File: src/hw/rtl/flow_shop_makespan_core_macros.svh
// Assertion macros used by the flow shop makespan cell RTL.
`ifndef FLOW_SHOP_MAKESPAN_CORE_MACROS_SVH
`define FLOW_SHOP_MAKESPAN_CORE_MACROS_SVH

`ifndef SYNTHESIS

// Same-cycle implication, disabled during reset.
`define FSMK_ASSERT_IMP(lbl, clk, rst, ante, cons) \
  lbl: assert property (@(posedge clk) disable iff (rst) (ante) |-> (cons)) \
    else $error("flow shop assertion failed");

// Next-cycle implication, disabled during reset.
`define FSMK_ASSERT_NXT(lbl, clk, rst, ante, cons) \
  lbl: assert property (@(posedge clk) disable iff (rst) (ante) |=> (cons)) \
    else $error("flow shop assertion failed");

`else

`define FSMK_ASSERT_IMP(lbl, clk, rst, ante, cons)
`define FSMK_ASSERT_NXT(lbl, clk, rst, ante, cons)

`endif

`endif

File: src/hw/rtl/fsmk_pkg.sv
// Types and constants shared by the flow shop makespan core and its cells.
`timescale 1ns / 1ps
package fsmk_pkg;

  localparam int TIME_W           = 16;
  localparam int SPAN_W           = 32;
  localparam int TIME_FIELDS      = 8;
  localparam int CNT_W            = 4;
  localparam int DEF_MAX_MACHINES = 8;
  localparam logic [CNT_W-1:0] MACH_RESET = 4'd8;

  typedef logic [TIME_W-1:0] time_t;
  typedef logic [SPAN_W-1:0] span_t;
  typedef logic [CNT_W-1:0]  cnt_t;

  // Processing times still ahead of a job; entry 0 belongs to the next cell.
  typedef logic [TIME_FIELDS-1:0][TIME_W-1:0] times_t;

  // What one cell hands to its neighbor along with the job.
  typedef struct packed {
    logic  vld;
    logic  clr;
    logic  sat;
    cnt_t  rem;
    span_t span;
  } link_t;

endpackage

File: src/hw/rtl/flow_shop_makespan_core.sv
// An accepted request passes the output register of every cell in turn.
// Throughput: one request per cycle; each cell updates its machine's ready time
// once per job as the wavefront passes, so jobs follow each other back to back.
// The whole chain holds while a result waits under out_stall.
// Reset clears all ready times and valid flags and sets machine_count to 8.
`timescale 1ns / 1ps
module flow_shop_makespan_core
  import fsmk_pkg::*;
#(
  parameter int MAX_MACHINES = DEF_MAX_MACHINES
) (
  input  logic              clk,
  input  logic              rst,
  input  logic              cfg_valid,
  output logic              cfg_ready,
  input  logic [CNT_W-1:0]  cfg_data,
  input  logic              in_valid,
  output logic              in_stall,
  input  logic              start_new,
  input  logic [TIME_W-1:0] time_0,
  input  logic [TIME_W-1:0] time_1,
  input  logic [TIME_W-1:0] time_2,
  input  logic [TIME_W-1:0] time_3,
  input  logic [TIME_W-1:0] time_4,
  input  logic [TIME_W-1:0] time_5,
  input  logic [TIME_W-1:0] time_6,
  input  logic [TIME_W-1:0] time_7,
  output logic              out_valid,
  input  logic              out_stall,
  output logic [SPAN_W-1:0] makespan_so_far,
  output logic              saturated
);

  cnt_t   machine_count;
  cnt_t   used_count;
  logic   adv;
  link_t  lnk [MAX_MACHINES+1];
  times_t tms [MAX_MACHINES+1];

  assign cfg_ready = 1'b1;

  always_ff @(posedge clk) begin
    if (rst) begin
      machine_count <= MACH_RESET;
    end else if (cfg_valid && cfg_ready) begin
      machine_count <= cfg_data;
    end
  end

  // A count of zero means one machine; anything past the chain length is capped.
  always_comb begin
    if (machine_count == '0) begin
      used_count = cnt_t'(1);
    end else if (machine_count > cnt_t'(MAX_MACHINES)) begin
      used_count = cnt_t'(MAX_MACHINES);
    end else begin
      used_count = machine_count;
    end
  end

  assign adv      = !(lnk[MAX_MACHINES].vld && out_stall);
  assign in_stall = !adv;

  always_comb begin
    lnk[0].vld  = in_valid;
    lnk[0].clr  = start_new;
    lnk[0].sat  = 1'b0;
    lnk[0].rem  = used_count;
    lnk[0].span = '0;
    tms[0]      = {time_7, time_6, time_5, time_4, time_3, time_2, time_1, time_0};
  end

  for (genvar k = 0; k < MAX_MACHINES; k++) begin : g_cell
    fsmk_cell u_cell (
      .clk  (clk),
      .rst  (rst),
      .adv  (adv),
      .lin  (lnk[k]),
      .tin  (tms[k]),
      .lout (lnk[k+1]),
      .tout (tms[k+1])
    );
  end

  assign out_valid       = lnk[MAX_MACHINES].vld;
  assign makespan_so_far = lnk[MAX_MACHINES].span;
  assign saturated       = lnk[MAX_MACHINES].sat;

endmodule

File: src/hw/rtl/fsmk_cell.sv
// One machine of the flow shop chain: holds its ready time and places each passing job.
`timescale 1ns / 1ps
`include "flow_shop_makespan_core_macros.svh"
module fsmk_cell
  import fsmk_pkg::*;
(
  input  logic   clk,
  input  logic   rst,
  input  logic   adv,
  input  link_t  lin,
  input  times_t tin,
  output link_t  lout,
  output times_t tout
);

  span_t               ready;
  span_t               base;
  span_t               start;
  span_t               done;
  logic [SPAN_W:0]     sum;
  logic                used;
  logic                clip;
  cnt_t                rem_next;
  link_t               lout_q;
  times_t              tout_q;

  always_comb begin
    // A new schedule sees every machine free at time zero.
    base     = lin.clr ? '0 : ready;
    start    = (base > lin.span) ? base : lin.span;
    sum      = {1'b0, start} + {{(SPAN_W + 1 - TIME_W){1'b0}}, tin[0]};
    used     = (lin.rem != '0);
    clip     = sum[SPAN_W];
    done     = clip ? '1 : sum[SPAN_W-1:0];
    rem_next = used ? (lin.rem - cnt_t'(1)) : '0;
  end

  always_ff @(posedge clk) begin
    if (rst) begin
      ready      <= '0;
      lout_q.vld <= 1'b0;
    end else if (adv) begin
      lout_q.vld  <= lin.vld;
      lout_q.clr  <= lin.clr;
      lout_q.sat  <= lin.sat | (used & clip);
      lout_q.rem  <= rem_next;
      lout_q.span <= used ? done : lin.span;
      tout_q      <= {time_t'(0), tin[TIME_FIELDS-1:1]};
      if (lin.vld) begin
        ready <= used ? done : base;
      end
    end
  end

  assign lout = lout_q;
  assign tout = tout_q;

  // Once a completion has clipped, every later completion of that job is clipped too.
  `FSMK_ASSERT_IMP(a_sat_top, clk, rst, lout_q.vld && lout_q.sat, lout_q.span == '1)
  // A machine beyond the used count keeps its ready time unless a new schedule starts.
  `FSMK_ASSERT_NXT(a_unused_hold, clk, rst,
                   adv && lin.vld && (lin.rem == '0) && !lin.clr, $stable(ready))
  // A job never completes on a used machine before it completed on the previous one.
  `FSMK_ASSERT_NXT(a_done_order, clk, rst,
                   adv && lin.vld && (lin.rem != '0), lout_q.span >= $past(lin.span))

endmodule
File: config.mk
export PLATFORM = sky130hd
export DESIGN_NAME = flow_shop_makespan_core
export DESIGN_NICKNAME = d
export VERILOG_FILES = /design/src/hw/rtl/fsmk_pkg.sv /design/src/hw/rtl/flow_shop_makespan_core.sv /design/src/hw/rtl/fsmk_cell.sv
export VERILOG_INCLUDE_DIRS = /design/src /design/src/hw/rtl
export SDC_FILE = /design/constraint.sdc
export NUM_CORES = 2
export LEC_CHECK = 0
export BUFFER_PORTS_ARGS = -buffer_cell sky130_fd_sc_hd__buf_2
export CAP_MARGIN = 20
export CORE_ASPECT_RATIO = 1.5
export CORE_MARGIN = 2
export CORE_UTILIZATION = 25
export CTS_CLUSTER_SIZE = 30
export DETAILED_ROUTE_END_ITERATION = 7
export SLEW_MARGIN = 40
export SYNTH_ARGS = -nofsm -noshare
export SYNTH_HDL_FRONTEND = slang
export SYNTH_SLANG_ARGS = --single-unit
export TNS_END_PERCENT = 50
File: constraint.sdc
create_clock -name clk -period 39.3 [get_ports clk]
set_input_delay 5.895 -clock clk [delete_from_list [all_inputs] [get_ports clk]]
set_output_delay 5.895 -clock clk [all_outputs]
set_load 0.03 [all_outputs]
; Yosys cells after proc, flatten, opt, wreduce, memory -nomap -nowiden
; Cells that the tools add are included.
[classes]
add_sub_neg = 15
magnitude_cmp = 9
mux = 41
bitwise_logic = 17
n_reduce_logical = 19
[ops]
columns = op, count
row1 = 32-bit two-way mux, 39
row2 = 32-bit by 16-bit adder with 33-bit output, 8
row3 = 32-bit greater-than comparator, 7
row4 = 32-bit by 1-bit greater-than comparator with 1-bit output (second input constant), 1
row5 = 4-bit nonzero test, 8
row6 = 4-bit by 1-bit subtractor with 4-bit output (second input constant), 7
row7 = 2-bit AND reduction, 9
row8 = 1-bit bitwise AND, 8
row9 = 4-bit two-way mux, 2
row10 = 1-bit OR, 7
row11 = 4-bit greater-than comparator (second input constant), 1
row12 = 4-bit zero test, 1
row13 = 1-bit inverter, 2
row14 = 1-bit logical AND, 1
[totals]
register_bits = 1015
in_bits = 138
output_inout_bits = 36
word_cells = 176

; Longest topological paths before layout
[depth]
word_depth = 6
depth_mapped = 32
ltp_nobuf = 25

; Modules after synthesis
; From an unflattened synthesis, not the netlist that was laid out.
[hier_totals]
cells_unflattened = 6856
hier_area_um2 = 75509.9
[by_module_without_submodules]
columns = module, n_inst, cells_each, area_per_inst_um2, seq_area_each_um2
row1 = fsmk_cell (g_cell[3].u_cell ...), 4, 859, 9449.1, 5165.0
row2 = fsmk_cell (g_cell[2].u_cell), 1, 868, 9462.8, 5165.0
row3 = fsmk_cell (g_cell[7].u_cell), 1, 854, 9444.1, 5165.0
row4 = fsmk_cell (g_cell[0].u_cell), 1, 836, 9366.5, 5165.0
row5 = fsmk_cell (g_cell[1].u_cell), 1, 839, 9243.9, 5165.0
row6 = flow_shop_makespan_core, 1, 23, 196.4, 80.1

; Worst setup path after synthesis
; OpenSTA, ideal clock, no wires.
[synth_timing]
path_kind = input-to-reg
start = input port out_stall
end = register g_cell[0].u_cell.lout_q (netlist bit g_cell[0].u_cell.lout[0]) (enable)
setup_time_ns = 1.873
t_arrival_ns = 37.851
required_ns = 37.427
slack_ns = -0.424
path_stages = 4
path_buffers = 1
path_cell_list = nand2_1 clkbuf_1 clkinv_1 nor2_1
[synth_between]
elab_chain_len = 3
[synth_lines]
columns = item, line
row1 = start: declaration, flow_shop_makespan_core.sv:29  ; input logic out_stall,
row2 = 1-bit logical AND, flow_shop_makespan_core.sv:61  ; assign adv = !(lnk[MAX_MACHINES].vld && out_stall);
row3 = net in_stall, flow_shop_makespan_core.sv:18  ; output logic in_stall,
row4 = 1-bit inverter (no line), --
row5 = 2-bit AND reduction (no line), --
row6 = end: declaration, fsmk_cell.sv:24  ; link_t lout_q;
; The timed path passes the listed nets, and every way through them passes these cells.
; A chain may end at the register's enable or synchronous reset.

; Worst setup path in the final report
[layout_timing]
start = input port out_stall
end = output port in_stall
[layout_between]
elab_chain_len = 1
[layout_lines]
columns = item, line
row1 = 1-bit logical AND, flow_shop_makespan_core.sv:61
row2 = end: declaration, flow_shop_makespan_core.sv:18
; No other way between the ends.

==> metrics.cfg <==
[route]
drtIter0Drc = 3380
wl_per_cell_um = 18.6
met2_length_mm = 84.0
viasPerCell = 4.96
met3_length_mm = 7.68
drc = 0
dr.pass1.iters = 6
ant_nets = 0
vias = 45000
finalWirelength_mm = 169
wl_met1_mm = 66.6
maxUsedRoutingLayer = met5

[synth]
ys_types = 98
synth.area.top_cells = edfxtp_1 (39%), dfxtp_1 (9.4%), ha_1 (7.7%)
async_reset_ff_share_pct = 0
synth_nets = 6354
synth-seq-cells = 1015
yosysWarnings = 0
synthCells = 5856
synth_edf_count = 747
syn_avg_cell_area_um2 = 9.73
synth_area_um2 = 57000
yosysTopAreaCellShare_pct = 39.3
ys.flop_type = edfxtp_1
synth.yosys.seq_area_share_pct = 48.8
synth.largest_area_cell = edfxtp_1

[power]
power.leakage_nw = 24.7
swShare_pct = 33.4
p_int_mw = 2.27
power_frac_comb_pct = 27.8
power.density_nw_per_um2 = 52.3
clockPowerShare_pct = 32.0
power_frac_seq_pct = 40.2
irDropWorstVdd_mv = 0.0441
p_sw_mw = 1.14
total_power_mw = 3.42

[placement]
dp_cells = 8870
placed_area_um2 = 61500
gp_congestion = 0.924
port_buffers = 172
dp_slack_ns = 26.61
post-dp-hpwl_mm = 122

[grt]
grt_max_degree = 148
grt_pass1_wl_mm = 259
antenna_found_initial = 7
grt_pass1_vias = 44600
grt_overflow = 0
grt_use_total_pct = 14.1

[setup_path]
end_kind = primary output
required_ns = 33.40
worstSetupEndpoint = in_stall
timing.critical_path.arrival_ns = 6.79
startpoint_type = input port
r2r_start = g_cell[0].u_cell.lout[37]
critPathLaunch = out_stall
reg2reg_to = g_cell[1].u_cell.lout[8]
rrSetupSlack_ns = 30.73
critical_path.max_fanout = 18
crit_type = input port to primary output
rr_worst_depth = 23

[floorplan]
dieArea_um2 = 232000
die_w_um = 394
coreArea_um2 = 227000
initial_core_util_pct = 25.2
die_h_um = 589
ios = 174
num_rows = 214

[timing]
fin_crit_ns = 12.69
tightest_slew_ns = 0.916
setup_viol_count_final = 0
rsz0062_at_grt = false
clock_skew_ns = 0.122
fin_ws_ns = 26.61
hold_viol = 0
post-route-period-util_pct = 32.3
worst_slew_margin_rel_pct = 38.9
tns_ns = 0
max_freq_ghz = 0.0788
maxSlewViolCount = 0

[final_layout]
layout.cells.non_filler = 9076
final_area_um2 = 65400
drive_above_1_share_pct = 9.34
mostFrequentLayoutCells = edfxtp_1 (747), nand2_1 (669), a21oi_1 (512)
nFillCells = 23800
final_net_count = 6453
mostFrequentLayoutCell = edfxtp_1
syn2layout_area_growth_pct = 14.7

[clock_tree]
root_buffer = clkbuf_16
cts_buffers = 107
cts.sinks = 1015
worstSkewPairLatency_ns = 0.79
htree_levels = 3
cts_tree = built
cts-resized-gates = 0
clk_pin_slew_ns = 0.07
ctsHoldBuffers = 0
clockBufferDepth = 3
post-cts-setup-buffers = 0

[run_status]
status = completed

[job]
max-cap-violations = 0

[worst_hold_path]
min_path_type = flip-flop to flip-flop
whs_path_depth = 0

-- routing by layer --
layer  GRT usage (%)  vias up
li1                -    21600
met1            16.1    21500
met2            25.0     1421
met3            1.70      411
met4            8.41        2
met5               0        -
-- synthesized netlist by cell type, types with 123 or more instances --
library cell	instances
nand3_1	140
clkbuf_1	227
xnor2_1	141
a22oi_1	123
inv_1	312
nor2b_1	227
a21oi_1	515
nand2_1	671
nor2_1	403
dfxtp_1	268
edfxtp_1	747
o21ai_0	418
ha_1	352
-- power groups by stage --
stage	clock [mW]	sequential, mW	combinational, mW
CTS	1.12	1.37	0.942
detailed placement	0	1.39	0.938
floorplan	0	1.40	0.637
finish	1.09	1.37	0.950
global placement	0	1.39	0.913
global route	1.17	1.38	1.04
-- sequential cells by signal, summed over array words and instances, names as in the netlist --
register             flops
g_cell.u_cell.lout     307
g_cell.u_cell.ready    256
g_cell.u_cell.tout     448
machine_count            4
-- through the flow --
step / util [%] / hold WS [ns]
5_1_grt: 28.9 / 0.409
3_3_place_gp: 27.1 / 0.401
6_report: 28.9 / 0.392
4_1_cts: 28.8 / 0.404
2_1_floorplan: - / 0.400
3_5_place_dp: 27.1 / 0.405
-- final cells by class --
type	count	area (µm²)	share of cell area [%]
Tap cell	3024	3780	5.79
Clock inverter	69	948	1.45
Multi-Input combinational cell	4265	27200	41.6
Timing Repair Buffer	253	1550	2.37
Clock buffer	135	2900	4.44
Antenna cell	2	5.00	0.00766
Inverter	313	1170	1.80
Sequential cell	1015	27800	42.5
-- critical path: stages --
cell and delay [ns]:
buf_2 0.12, nand2_1 0.07, buf_4 0.25, clkinv_1 0.21, buf_2 0.22
-- worst min-delay path by stage --
stage | start | to | slack [ns]
6_report | g_cell[2].u_cell.tout[29] | g_cell[3].u_cell.tout[13] | 0.39
2_1_floorplan | g_cell[0].u_cell.tout[16] | g_cell[1].u_cell.tout[0] | 0.40
3_3_place_gp | g_cell[0].u_cell.tout[44] | g_cell[1].u_cell.tout[28] | 0.40
3_5_place_dp | g_cell[0].u_cell.tout[38] | g_cell[1].u_cell.tout[22] | 0.40
5_1_grt | g_cell[2].u_cell.tout[29] | g_cell[3].u_cell.tout[13] | 0.41
4_1_cts | g_cell[2].u_cell.tout[16] | g_cell[3].u_cell.tout[0] | 0.40
-- logic make-up after synthesis --
family	count (synthesis)	synth area share, %
adder cells (fa/ha/maj)	360	8.01
flip-flops	1015	48.8
XOR/XNOR	200	3.07
AND/OR/NAND/NOR	1942	16.4
other	2	0.0132
AO/OA/AOI/OAI	1657	18.0
buffers and inverters	576	3.84
multiplexers	104	1.95
(Power assumes the default switching activity.)
